`config.mk`:
```
export PLATFORM = sky130hd
export DESIGN_NAME = sorted_list_merge_diff_unit_flat
export DESIGN_NICKNAME = d
export VERILOG_FILES = /design/src/rtl/slmd_pkg.sv /design/src/rtl/slmd_req_if.sv /design/src/rtl/slmd_rsp_if.sv /design/src/rtl/slmd_list_ram.sv /design/src/rtl/sorted_list_merge_diff_unit.sv /design/src/flat_wrapper.sv
export SDC_FILE = /design/constraint.sdc
export NUM_CORES = 2
export LEC_CHECK = 0
export BUFFER_PORTS_ARGS = -buffer_cell sky130_fd_sc_hd__buf_2
export CAP_MARGIN = 20
export CORE_AREA = 2 2 423 425
export CTS_CLUSTER_SIZE = 12
export DETAILED_ROUTE_END_ITERATION = 16
export DIE_AREA = 0 0 425 427
export GPL_TIMING_DRIVEN = 0
export PLACE_DENSITY_LB_ADDON = 0.08
export SYNTH_ARGS = -nofsm -noshare
export SYNTH_HDL_FRONTEND = slang
export SYNTH_HIERARCHICAL = 1
export SYNTH_SLANG_ARGS = --single-unit
```
`constraint.sdc`:
```
create_clock -name clock -period 11.55 [get_ports clock]
set_input_delay 1.155 -clock clock [delete_from_list [all_inputs] [get_ports clock]]
set_output_delay 1.155 -clock clock [all_outputs]
set_load 0.005 [all_outputs]
```
`src/rtl/slmd_pkg.sv`:
```
// ----------------------------------------------------------------------------
// slmd_pkg
// Shared widths and codes of the sorted list merge and difference unit.
// ----------------------------------------------------------------------------
package slmd_pkg;

   localparam int VALUE_W = 32;
   localparam int REQ_W   = 2;
   localparam int CLASS_W = 2;

   // Request codes; the fourth code is unused and ignored.
   localparam logic [REQ_W-1:0] REQ_LOAD_NEW = 2'd0;
   localparam logic [REQ_W-1:0] REQ_LOAD_OLD = 2'd1;
   localparam logic [REQ_W-1:0] REQ_END_ROW  = 2'd2;

   // Edge classes.
   localparam logic [CLASS_W-1:0] CLS_DELETED   = 2'd0;
   localparam logic [CLASS_W-1:0] CLS_ADDED     = 2'd1;
   localparam logic [CLASS_W-1:0] CLS_UNCHANGED = 2'd2;

   typedef logic [VALUE_W-1:0] value_type;
   typedef logic [CLASS_W-1:0] class_type;

endpackage

```
`src/rtl/slmd_req_if.sv`:
```
// ----------------------------------------------------------------------------
// slmd_req_if
// Request channel: list loads and end-of-row items.
// ----------------------------------------------------------------------------
interface slmd_req_if;

   logic                            valid;
   logic                            ready;
   logic [slmd_pkg::REQ_W-1:0]      req_type;
   slmd_pkg::value_type             neighbor_value;
   slmd_pkg::value_type             row_node;

   modport source (output valid, output req_type, output neighbor_value,
                   output row_node, input ready);
   modport sink   (input valid, input req_type, input neighbor_value,
                   input row_node, output ready);

endinterface

```
`src/rtl/slmd_rsp_if.sv`:
```
// ----------------------------------------------------------------------------
// slmd_rsp_if
// Response channel: one classified edge per neighbour of a row.
// ----------------------------------------------------------------------------
interface slmd_rsp_if;

   logic                  valid;
   logic                  ready;
   slmd_pkg::value_type   out_node;
   slmd_pkg::value_type   out_neighbor;
   slmd_pkg::class_type   edge_class;
   logic                  list_overflow;
   logic                  last_of_row;

   modport source (output valid, output out_node, output out_neighbor,
                   output edge_class, output list_overflow,
                   output last_of_row, input ready);
   modport sink   (input valid, input out_node, input out_neighbor,
                   input edge_class, input list_overflow,
                   input last_of_row, output ready);

endinterface

```
`src/rtl/slmd_list_ram.sv`:
```
// ----------------------------------------------------------------------------
// slmd_list_ram
// Single-port-write, single-port-read list store with a registered read.
// ----------------------------------------------------------------------------
module slmd_list_ram #(
   parameter int DEPTH  = 32,
   parameter int ADDR_W = 5
) (
   input  logic                 clock,
   input  logic                 wr_en,
   input  logic [ADDR_W-1:0]    wr_addr,
   input  slmd_pkg::value_type  wr_data,
   input  logic                 rd_en,
   input  logic [ADDR_W-1:0]    rd_addr,
   output slmd_pkg::value_type  rd_data
);

   slmd_pkg::value_type mem [DEPTH];
   slmd_pkg::value_type rd_data_ff;

   always_ff @(posedge clock) begin
      if (wr_en) begin
         mem[wr_addr] <= wr_data;
      end
      if (rd_en) begin
         rd_data_ff <= mem[rd_addr];
      end
   end

   assign rd_data = rd_data_ff;

endmodule

```
`src/rtl/sorted_list_merge_diff_unit.sv`:
```
// ----------------------------------------------------------------------------
// sorted_list_merge_diff_unit
// Per-row set difference of a new and a previous sorted neighbour list.
// ----------------------------------------------------------------------------
// Usage: a row is sent on the request channel as new-list loads and
// previous-list loads in any interleaving, followed by one end-of-row
// request carrying the node id. Each load returns nothing; loads past
// LIST_DEPTH entries are dropped and the row's overflow flag is raised.
// The end-of-row request starts a two-way merge over the two list
// memories, and every neighbour leaves on the response channel classed
// as deleted, added or unchanged, the last one flagged. Each merge step
// first reads both list heads from the synchronous memories in its read
// step and then compares and registers the response in its compare step.
// A row with both lists empty returns nothing. Requests are refused while
// a merge runs. If the receiver stalls, the merge holds in its compare
// step with the response register full and resumes as soon as that
// response is taken. A synchronous reset empties both lists and clears
// the overflow flag; list contents are not cleared, as only entries
// below the fill counts are ever read.
// ----------------------------------------------------------------------------
module sorted_list_merge_diff_unit #(
   parameter int LIST_DEPTH = 32
) (
   input  logic        clock,
   input  logic        reset,
   slmd_req_if.sink    req,
   slmd_rsp_if.source  rsp
);

   localparam int CW        = $clog2(LIST_DEPTH + 1);
   localparam int AW        = (LIST_DEPTH > 1) ? $clog2(LIST_DEPTH) : 1;
   localparam int MEM_DEPTH = 1 << AW;

   typedef enum logic [2:0] {
      ST_IDLE = 3'b001,
      ST_READ = 3'b010,
      ST_CMP  = 3'b100
   } state_type;

   state_type            state_ff, state_in;
   logic [CW-1:0]        new_count_ff, new_count_in;
   logic [CW-1:0]        old_count_ff, old_count_in;
   logic [CW-1:0]        ui_ff, ui_in;
   logic [CW-1:0]        pi_ff, pi_in;
   logic                 ovf_ff, ovf_in;
   slmd_pkg::value_type  node_ff, node_in;

   logic                 rsp_valid_ff, rsp_valid_in;
   slmd_pkg::value_type  rsp_neighbor_ff, rsp_neighbor_in;
   slmd_pkg::class_type  rsp_class_ff, rsp_class_in;
   logic                 rsp_ovf_ff, rsp_ovf_in;
   logic                 rsp_last_ff, rsp_last_in;
   slmd_pkg::value_type  rsp_node_ff, rsp_node_in;

   logic                 req_fire;
   logic                 new_wr, old_wr;
   logic                 rd_en;
   slmd_pkg::value_type  new_head, old_head;
   logic                 new_left, old_left;
   logic                 out_free;
   logic                 emit;
   logic [CW-1:0]        ui_step, pi_step;

   // ------------------------------------------------------------------
   // List memories. Loads write at the fill count; the merge reads both
   // heads together in the read step.
   // ------------------------------------------------------------------
   assign req_fire = req.valid && req.ready;
   assign new_wr   = req_fire && (req.req_type == slmd_pkg::REQ_LOAD_NEW)
                     && (new_count_ff < CW'(LIST_DEPTH));
   assign old_wr   = req_fire && (req.req_type == slmd_pkg::REQ_LOAD_OLD)
                     && (old_count_ff < CW'(LIST_DEPTH));
   assign rd_en    = (state_ff == ST_READ);

   slmd_list_ram #(.DEPTH(MEM_DEPTH), .ADDR_W(AW)) u_new_ram (
      .clock   (clock),
      .wr_en   (new_wr),
      .wr_addr (new_count_ff[AW-1:0]),
      .wr_data (req.neighbor_value),
      .rd_en   (rd_en),
      .rd_addr (ui_ff[AW-1:0]),
      .rd_data (new_head)
   );

   slmd_list_ram #(.DEPTH(MEM_DEPTH), .ADDR_W(AW)) u_old_ram (
      .clock   (clock),
      .wr_en   (old_wr),
      .wr_addr (old_count_ff[AW-1:0]),
      .wr_data (req.neighbor_value),
      .rd_en   (rd_en),
      .rd_addr (pi_ff[AW-1:0]),
      .rd_data (old_head)
   );

   // ------------------------------------------------------------------
   // Merge control. The compare step only proceeds when the response
   // register is empty or being emptied in this cycle.
   // ------------------------------------------------------------------
   assign new_left = (ui_ff < new_count_ff);
   assign old_left = (pi_ff < old_count_ff);
   assign out_free = !rsp_valid_ff || rsp.ready;
   assign emit     = (state_ff == ST_CMP) && out_free;

   always_comb begin
      // Choose the class, value and pointer moves of this merge step.
      ui_step         = ui_ff;
      pi_step         = pi_ff;
      rsp_neighbor_in = rsp_neighbor_ff;
      rsp_class_in    = rsp_class_ff;
      if (!new_left) begin
         rsp_neighbor_in = old_head;
         rsp_class_in    = slmd_pkg::CLS_DELETED;
         pi_step         = pi_ff + CW'(1);
      end else if (!old_left) begin
         rsp_neighbor_in = new_head;
         rsp_class_in    = slmd_pkg::CLS_ADDED;
         ui_step         = ui_ff + CW'(1);
      end else if (old_head < new_head) begin
         rsp_neighbor_in = old_head;
         rsp_class_in    = slmd_pkg::CLS_DELETED;
         pi_step         = pi_ff + CW'(1);
      end else if (old_head > new_head) begin
         rsp_neighbor_in = new_head;
         rsp_class_in    = slmd_pkg::CLS_ADDED;
         ui_step         = ui_ff + CW'(1);
      end else begin
         rsp_neighbor_in = old_head;
         rsp_class_in    = slmd_pkg::CLS_UNCHANGED;
         pi_step         = pi_ff + CW'(1);
         ui_step         = ui_ff + CW'(1);
      end
   end

   always_comb begin
      state_in     = state_ff;
      new_count_in = new_count_ff;
      old_count_in = old_count_ff;
      ui_in        = ui_ff;
      pi_in        = pi_ff;
      ovf_in       = ovf_ff;
      node_in      = node_ff;
      rsp_valid_in = rsp_valid_ff && !rsp.ready;
      rsp_ovf_in   = rsp_ovf_ff;
      rsp_last_in  = rsp_last_ff;
      rsp_node_in  = rsp_node_ff;

      case (state_ff)
         ST_IDLE: begin
            if (req_fire) begin
               case (req.req_type)
                  slmd_pkg::REQ_LOAD_NEW: begin
                     if (new_wr) begin
                        new_count_in = new_count_ff + CW'(1);
                     end else begin
                        ovf_in = 1'b1;
                     end
                  end
                  slmd_pkg::REQ_LOAD_OLD: begin
                     if (old_wr) begin
                        old_count_in = old_count_ff + CW'(1);
                     end else begin
                        ovf_in = 1'b1;
                     end
                  end
                  slmd_pkg::REQ_END_ROW: begin
                     node_in = req.row_node;
                     ui_in   = '0;
                     pi_in   = '0;
                     if ((new_count_ff == '0) && (old_count_ff == '0)) begin
                        // Nothing to merge: just start the next row.
                        ovf_in = 1'b0;
                     end else begin
                        state_in = ST_READ;
                     end
                  end
                  default: begin
                  end
               endcase
            end
         end
         ST_READ: begin
            state_in = ST_CMP;
         end
         ST_CMP: begin
            if (emit) begin
               rsp_valid_in = 1'b1;
               rsp_ovf_in   = ovf_ff;
               rsp_node_in  = node_ff;
               rsp_last_in  = (ui_step == new_count_ff) && (pi_step == old_count_ff);
               ui_in        = ui_step;
               pi_in        = pi_step;
               if (rsp_last_in) begin
                  state_in     = ST_IDLE;
                  new_count_in = '0;
                  old_count_in = '0;
                  ovf_in       = 1'b0;
               end else begin
                  state_in = ST_READ;
               end
            end
         end
         default: begin
            state_in = ST_IDLE;
         end
      endcase
   end

   always_ff @(posedge clock) begin
      if (reset) begin
         state_ff     <= ST_IDLE;
         new_count_ff <= '0;
         old_count_ff <= '0;
         ui_ff        <= '0;
         pi_ff        <= '0;
         ovf_ff       <= 1'b0;
         rsp_valid_ff <= 1'b0;
      end else begin
         state_ff     <= state_in;
         new_count_ff <= new_count_in;
         old_count_ff <= old_count_in;
         ui_ff        <= ui_in;
         pi_ff        <= pi_in;
         ovf_ff       <= ovf_in;
         rsp_valid_ff <= rsp_valid_in;
      end
   end

   always_ff @(posedge clock) begin
      node_ff <= node_in;
      if (emit) begin
         rsp_neighbor_ff <= rsp_neighbor_in;
         rsp_class_ff    <= rsp_class_in;
      end
      rsp_ovf_ff  <= rsp_ovf_in;
      rsp_last_ff <= rsp_last_in;
      rsp_node_ff <= rsp_node_in;
   end

   assign req.ready         = (state_ff == ST_IDLE);
   assign rsp.valid         = rsp_valid_ff;
   assign rsp.out_node      = rsp_node_ff;
   assign rsp.out_neighbor  = rsp_neighbor_ff;
   assign rsp.edge_class    = rsp_class_ff;
   assign rsp.list_overflow = rsp_ovf_ff;
   assign rsp.last_of_row   = rsp_last_ff;

   // ------------------------------------------------------------------
   // Assertions
   // ------------------------------------------------------------------
   // A compare step always has at least one list element left to class.
   a_cmp_has_work: assert property (@(posedge clock) disable iff (reset)
      (state_ff == ST_CMP) |-> (new_left || old_left))
      else $error("merge step with both lists exhausted");

   // While a merge runs, the read pointers never run past the fill counts.
   a_ptr_in_range: assert property (@(posedge clock) disable iff (reset)
      (state_ff != ST_IDLE) |-> ((ui_ff <= new_count_ff) && (pi_ff <= old_count_ff)))
      else $error("merge pointer beyond list fill");

   // Fill counts stay within the list depth.
   a_count_bound: assert property (@(posedge clock) disable iff (reset)
      (new_count_ff <= CW'(LIST_DEPTH)) && (old_count_ff <= CW'(LIST_DEPTH)))
      else $error("list fill count beyond depth");

   // The final response of a row returns the block to idle with empty lists.
   a_last_clears: assert property (@(posedge clock) disable iff (reset)
      (emit && rsp_last_in) |=>
         ((state_ff == ST_IDLE) && (new_count_ff == '0) && (old_count_ff == '0)
          && !ovf_ff))
      else $error("row state not cleared after last response");

   // Loads are only accepted while no merge is running.
   a_no_load_in_merge: assert property (@(posedge clock) disable iff (reset)
      (new_wr || old_wr) |-> (state_ff == ST_IDLE))
      else $error("list written during merge");

endmodule

```
`src/flat_wrapper.sv`:
```
// flat-port wrapper written by rule: the top's interface ports become plain ports
module sorted_list_merge_diff_unit_flat 
#(
   parameter int LIST_DEPTH = 32
)
  (clock, reset, req_valid, req_req_type, req_neighbor_value, req_row_node, req_ready, rsp_valid, rsp_out_node, rsp_out_neighbor, rsp_edge_class, rsp_list_overflow, rsp_last_of_row, rsp_ready);
  slmd_req_if req_i ();
  slmd_rsp_if rsp_i ();
  input  logic clock;
  input  logic reset;
  input wire logic [$bits(req_i.valid)-1:0] req_valid;
  input wire logic [$bits(req_i.req_type)-1:0] req_req_type;
  input wire logic [$bits(req_i.neighbor_value)-1:0] req_neighbor_value;
  input wire logic [$bits(req_i.row_node)-1:0] req_row_node;
  output wire logic [$bits(req_i.ready)-1:0] req_ready;
  output wire logic [$bits(rsp_i.valid)-1:0] rsp_valid;
  output wire logic [$bits(rsp_i.out_node)-1:0] rsp_out_node;
  output wire logic [$bits(rsp_i.out_neighbor)-1:0] rsp_out_neighbor;
  output wire logic [$bits(rsp_i.edge_class)-1:0] rsp_edge_class;
  output wire logic [$bits(rsp_i.list_overflow)-1:0] rsp_list_overflow;
  output wire logic [$bits(rsp_i.last_of_row)-1:0] rsp_last_of_row;
  input wire logic [$bits(rsp_i.ready)-1:0] rsp_ready;
  assign req_i.valid = req_valid;
  assign req_i.req_type = req_req_type;
  assign req_i.neighbor_value = req_neighbor_value;
  assign req_i.row_node = req_row_node;
  assign req_ready = req_i.ready;
  assign rsp_valid = rsp_i.valid;
  assign rsp_out_node = rsp_i.out_node;
  assign rsp_out_neighbor = rsp_i.out_neighbor;
  assign rsp_edge_class = rsp_i.edge_class;
  assign rsp_list_overflow = rsp_i.list_overflow;
  assign rsp_last_of_row = rsp_i.last_of_row;
  assign rsp_i.ready = rsp_ready;
  sorted_list_merge_diff_unit #(.LIST_DEPTH(LIST_DEPTH)) u_core (.clock(clock), .reset(reset), .req(req_i), .rsp(rsp_i));
endmodule
```
==> impl_metrics.py <==
metrics = {
    "synthesis": {
        "synth-compound-area-share_pct": 5.62,
        "synth_fa_ha_area_share_pct": 0.725,
        "seq_area_frac_synth_pct": 76.1,
        "synth.area.mux_share_pct": 11.6,
        "ys_types": 61,
        "syn_inst": 5114,
        "synth_edf_count": 2212,
        "syn_nets": 5235,
        "synth.area.top_cells": "edfxtp_1, mux2i_1, a22oi_1, a21oi_1, a22o_1",
        "synth_top_family_by_area": "multiplexers",
        "yosysWarnings": 6,
        "avgSynthCellArea_sq_um": 17.2,
        "ys_ff_latch": 2241,
        "async_reset_ff_share_pct": 0,
        "syn-cell-area_sq_um": 88100,
        "yosysTopAreaCellShare_pct": 75.4,
        "synth_area_leader_cell": "edfxtp_1",
        "synth-simple-area-share_pct": 3.72,
        "ys.flop_type": "edfxtp_1",
        "synth-xor-area-share_pct": 0.169,
    },
    "finish": {
        "layout_common_cells": "edfxtp_1, mux2i_1, nand2_1",
        "fin_cells": 8130,
        "fillers": 13752,
        "drive_gt1_share_pct": 13.3,
        "syn_to_final_growth_pct": 15.0,
        "final_common_cell": "edfxtp_1",
        "finalNetCount": 5701,
    },
    "hold_path": {
        "hp-class": "flip-flop to flip-flop",
        "worstHoldEndpoint": "u_core/rsp.out_node[7]",
        "whs_path_depth": 0,
        "worstHoldStart": "u_core/node_ff[7]",
    },
    "critical_path": {
        "criticalPathCategory": "flip-flop to flip-flop",
        "r2r_end": "u_core/rsp.out_neighbor[19]",
        "crit_arrival_ns": 5.60,
        "cp-start-kind": "flip-flop",
        "cp-end-kind": "flip-flop",
        "slowest_stage": "nor4_2",
        "max_stage_delay_ns": 1.00,
        "r2r_slack_ns": 6.37,
        "path_cells": "ha_1 -> nand4_1 -> nor4_2 -> nand2_1 -> a221o_2 -> nand2_1 -> clkbuf_1 -> clkbuf_1 -> o21ai_0",
        "rr_worst_depth": 9,
        "cp_max_fo": 10,
        "cp.required_ns": 11.97,
        "rr_startpoint": "u_core/u_old_ram/rd_data[31]",
    },
    "floorplanning": {
        "io_pins": 140,
        "num_rows": 155,
        "core_sq_um": 177000,
        "die_w_microns": 425,
        "die_h_microns": 427,
        "start_util_pct": 49.7,
        "die-area_sq_um": 181000,
    },
    "routing": {
        "drc_errors": 0,
        "wire_per_inst_microns": 29.9,
        "wl_met3_mm": 19.0,
        "routed-via-count": 48782,
        "highest_layer": "met5",
        "dr_wl_met2_mm": 113,
        "wl_met1_mm": 105,
        "finalWirelength_mm": 243,
        "ant_nets": 0,
        "first_iter_violations": 5464,
        "via_per_inst": 6.00,
        "drt-pass1-iter-count": 6,
    },
    "placed_design": {
        "dpl.cell_count": 7703,
        "hpwl_mm": 161,
        "portBuffers": 139,
        "gp_congestion": 0.873,
    },
    "run_status": {
        "outcome": "finished clean",
    },
    "timing": {
        "setup-violations-final": 0,
        "rsz0062_at_grt": "no",
        "max_slew_margin_pct": 17.3,
        "final-hold-violation-count": 0,
        "tightest_slew_ns": 1.24,
        "fin_setup_tns_ns": 0,
        "fmax_ghz": 0.193,
        "post-route-period-util_pct": 44.8,
        "skew_ns": 0.0321,
        "slew_violations": 0,
        "fin_crit_ns": 5.18,
    },
    "global_routing": {
        "gr-total-overflow": 0,
        "grt_pass1_wl_mm": 341,
        "grt_max_degree": 65,
        "antenna_found_initial": 19,
        "grt_pass1_vias": 46751,
        "grtUsageTotal_pct": 26.6,
    },
    "clock_network": {
        "postCtsSetupBuffers": 0,
        "cts_root_buffer": "clkbuf_16",
        "worstSkewPairLatency_ns": 0.86,
        "ctsResizeCount": 0,
        "htreeDepth": 4,
        "clock-sinks": 2241,
        "clk_pin_slew_worst_paths_ns": 0.06,
        "cts_tree": "done",
        "cts_made_buffers": 228,
        "clockBufferDepth": 3,
        "ctsHoldBuffers": 0,
    },
    "flow_run": {
        "cap_violations": 0,
    },
    "power": {
        "p_per_area_nw_per_um2": 159,
        "ir_worst_vdd_v": 0.000144,
        "power_leakage_uw": 0.0310,
    },
}
state kept, by name, summed over array words and instances (netlist names), 2 cells and up:
register,cells
u_core/new_count_ff,6
u_core/node_ff,32
u_core/old_count_ff,6
u_core/pi_ff,6
u_core/rsp.edge_class,2
u_core/rsp.out_neighbor,32
u_core/rsp.out_node,32
u_core/state_ff,3
u_core/u_new_ram/mem,1024
u_core/u_new_ram/rd_data,32
u_core/u_old_ram/mem,1024
u_core/u_old_ram/rd_data,32
u_core/ui_ff,6
routing by layer:
metal,GRT usage (%),vias to the layer above
met2,41.4,2037
met4,7.89,2
met1,39.1,25239
met3,3.76,323
li1,-,21181
met5,0,-
area by class of cell:
type / count / area [sq um] / area share [%]
Multi-Input combinational cell: 2547 / 19800 / 19.5
Tap cell: 2355 / 2950 / 2.91
Clock inverter: 88 / 634 / 0.626
Buffer: 271 / 1580 / 1.56
Inverter: 55 / 206 / 0.204
Sequential cell: 2241 / 67000 / 66.1
Antenna cell: 17 / 42.5 / 0.0420
Timing Repair Buffer: 236 / 2860 / 2.82
Clock buffer: 320 / 6260 / 6.18
stage by stage:
step	utilization [%]	instance area (sq um)	hold slack (ns)	setup slack, ns	power, uW
floorplan	-	88100	0.400	5.55	9170
global placement	51.7	91700	0.400	2.05	9380
detailed placement	53.2	94400	0.406	6.33	9410
CTS	57.1	101000	0.407	6.29	16200
global route	57.1	101000	0.422	6.20	16600
finish	57.2	101000	0.416	6.37	16100
cells by family after synthesis:
| logic type | count (synthesis) |
|---|---|
| AO/OA/AOI/OAI | 740 |
| XOR/XNOR | 17 |
| adder cells (fa/ha/maj) | 51 |
| buffers and inverters | 326 |
| flip-flops | 2241 |
| multiplexers | 1025 |
| AND/OR/NAND/NOR | 714 |
where the power goes:
group          switching [uW]  total (uW)  internal, uW
clock network            2980        6880          3900
registers                5.54        8950          8940
logic                     234         288          53.8
how the worst max path moves through the flow:
stage                             endpoint                         start  slack (ns)  depth (start not counted)
6_report       u_core/rsp.out_neighbor[19]  u_core/u_old_ram/rd_data[31]        6.37                          9
5_1_grt        u_core/rsp.out_neighbor[19]  u_core/u_old_ram/rd_data[31]        6.20                          9
4_1_cts        u_core/rsp.out_neighbor[19]  u_core/u_old_ram/rd_data[31]        6.29                          9
3_5_place_dp   u_core/rsp.out_neighbor[19]  u_core/u_old_ram/rd_data[31]        6.33                          9
3_3_place_gp            u_core/state_ff[0]            u_core/state_ff[1]        2.05                          3
2_1_floorplan           u_core/state_ff[0]            u_core/state_ff[1]        5.55                          3
cells in the mapped netlist (all sizes together), types with 5 or more instances:
master  instances
inv            55
ha             51
buf           166
a22oi         193
nor2b           5
a21o            5
nor4            6
a22o          128
xnor2           9
nand2         254
nand4           9
and2            5
nand3b         12
edfxtp       2212
dfxtp          29
o211ai          6
nor3           75
a21oi         239
clkbuf        105
nand3         220
a211oi          7
or3b            7
a31oi          69
mux2i        1025
o21ai          65
nor2           99
a311oi          5
xor2            8
nand2b          9
worst max-delay path, delay by kind of cell, from the launching register on:
| family | cells | cell delay (ns) |
|---|---|---|
| fa+ha+maj | 1 | 0.36 |
| compound gates | 2 | 1.00 |
| simple gates | 4 | 1.70 |
| buf+inv | 2 | 1.21 |
| flops | 1 | 0.47 |
(Power assumes the default switching activity.)
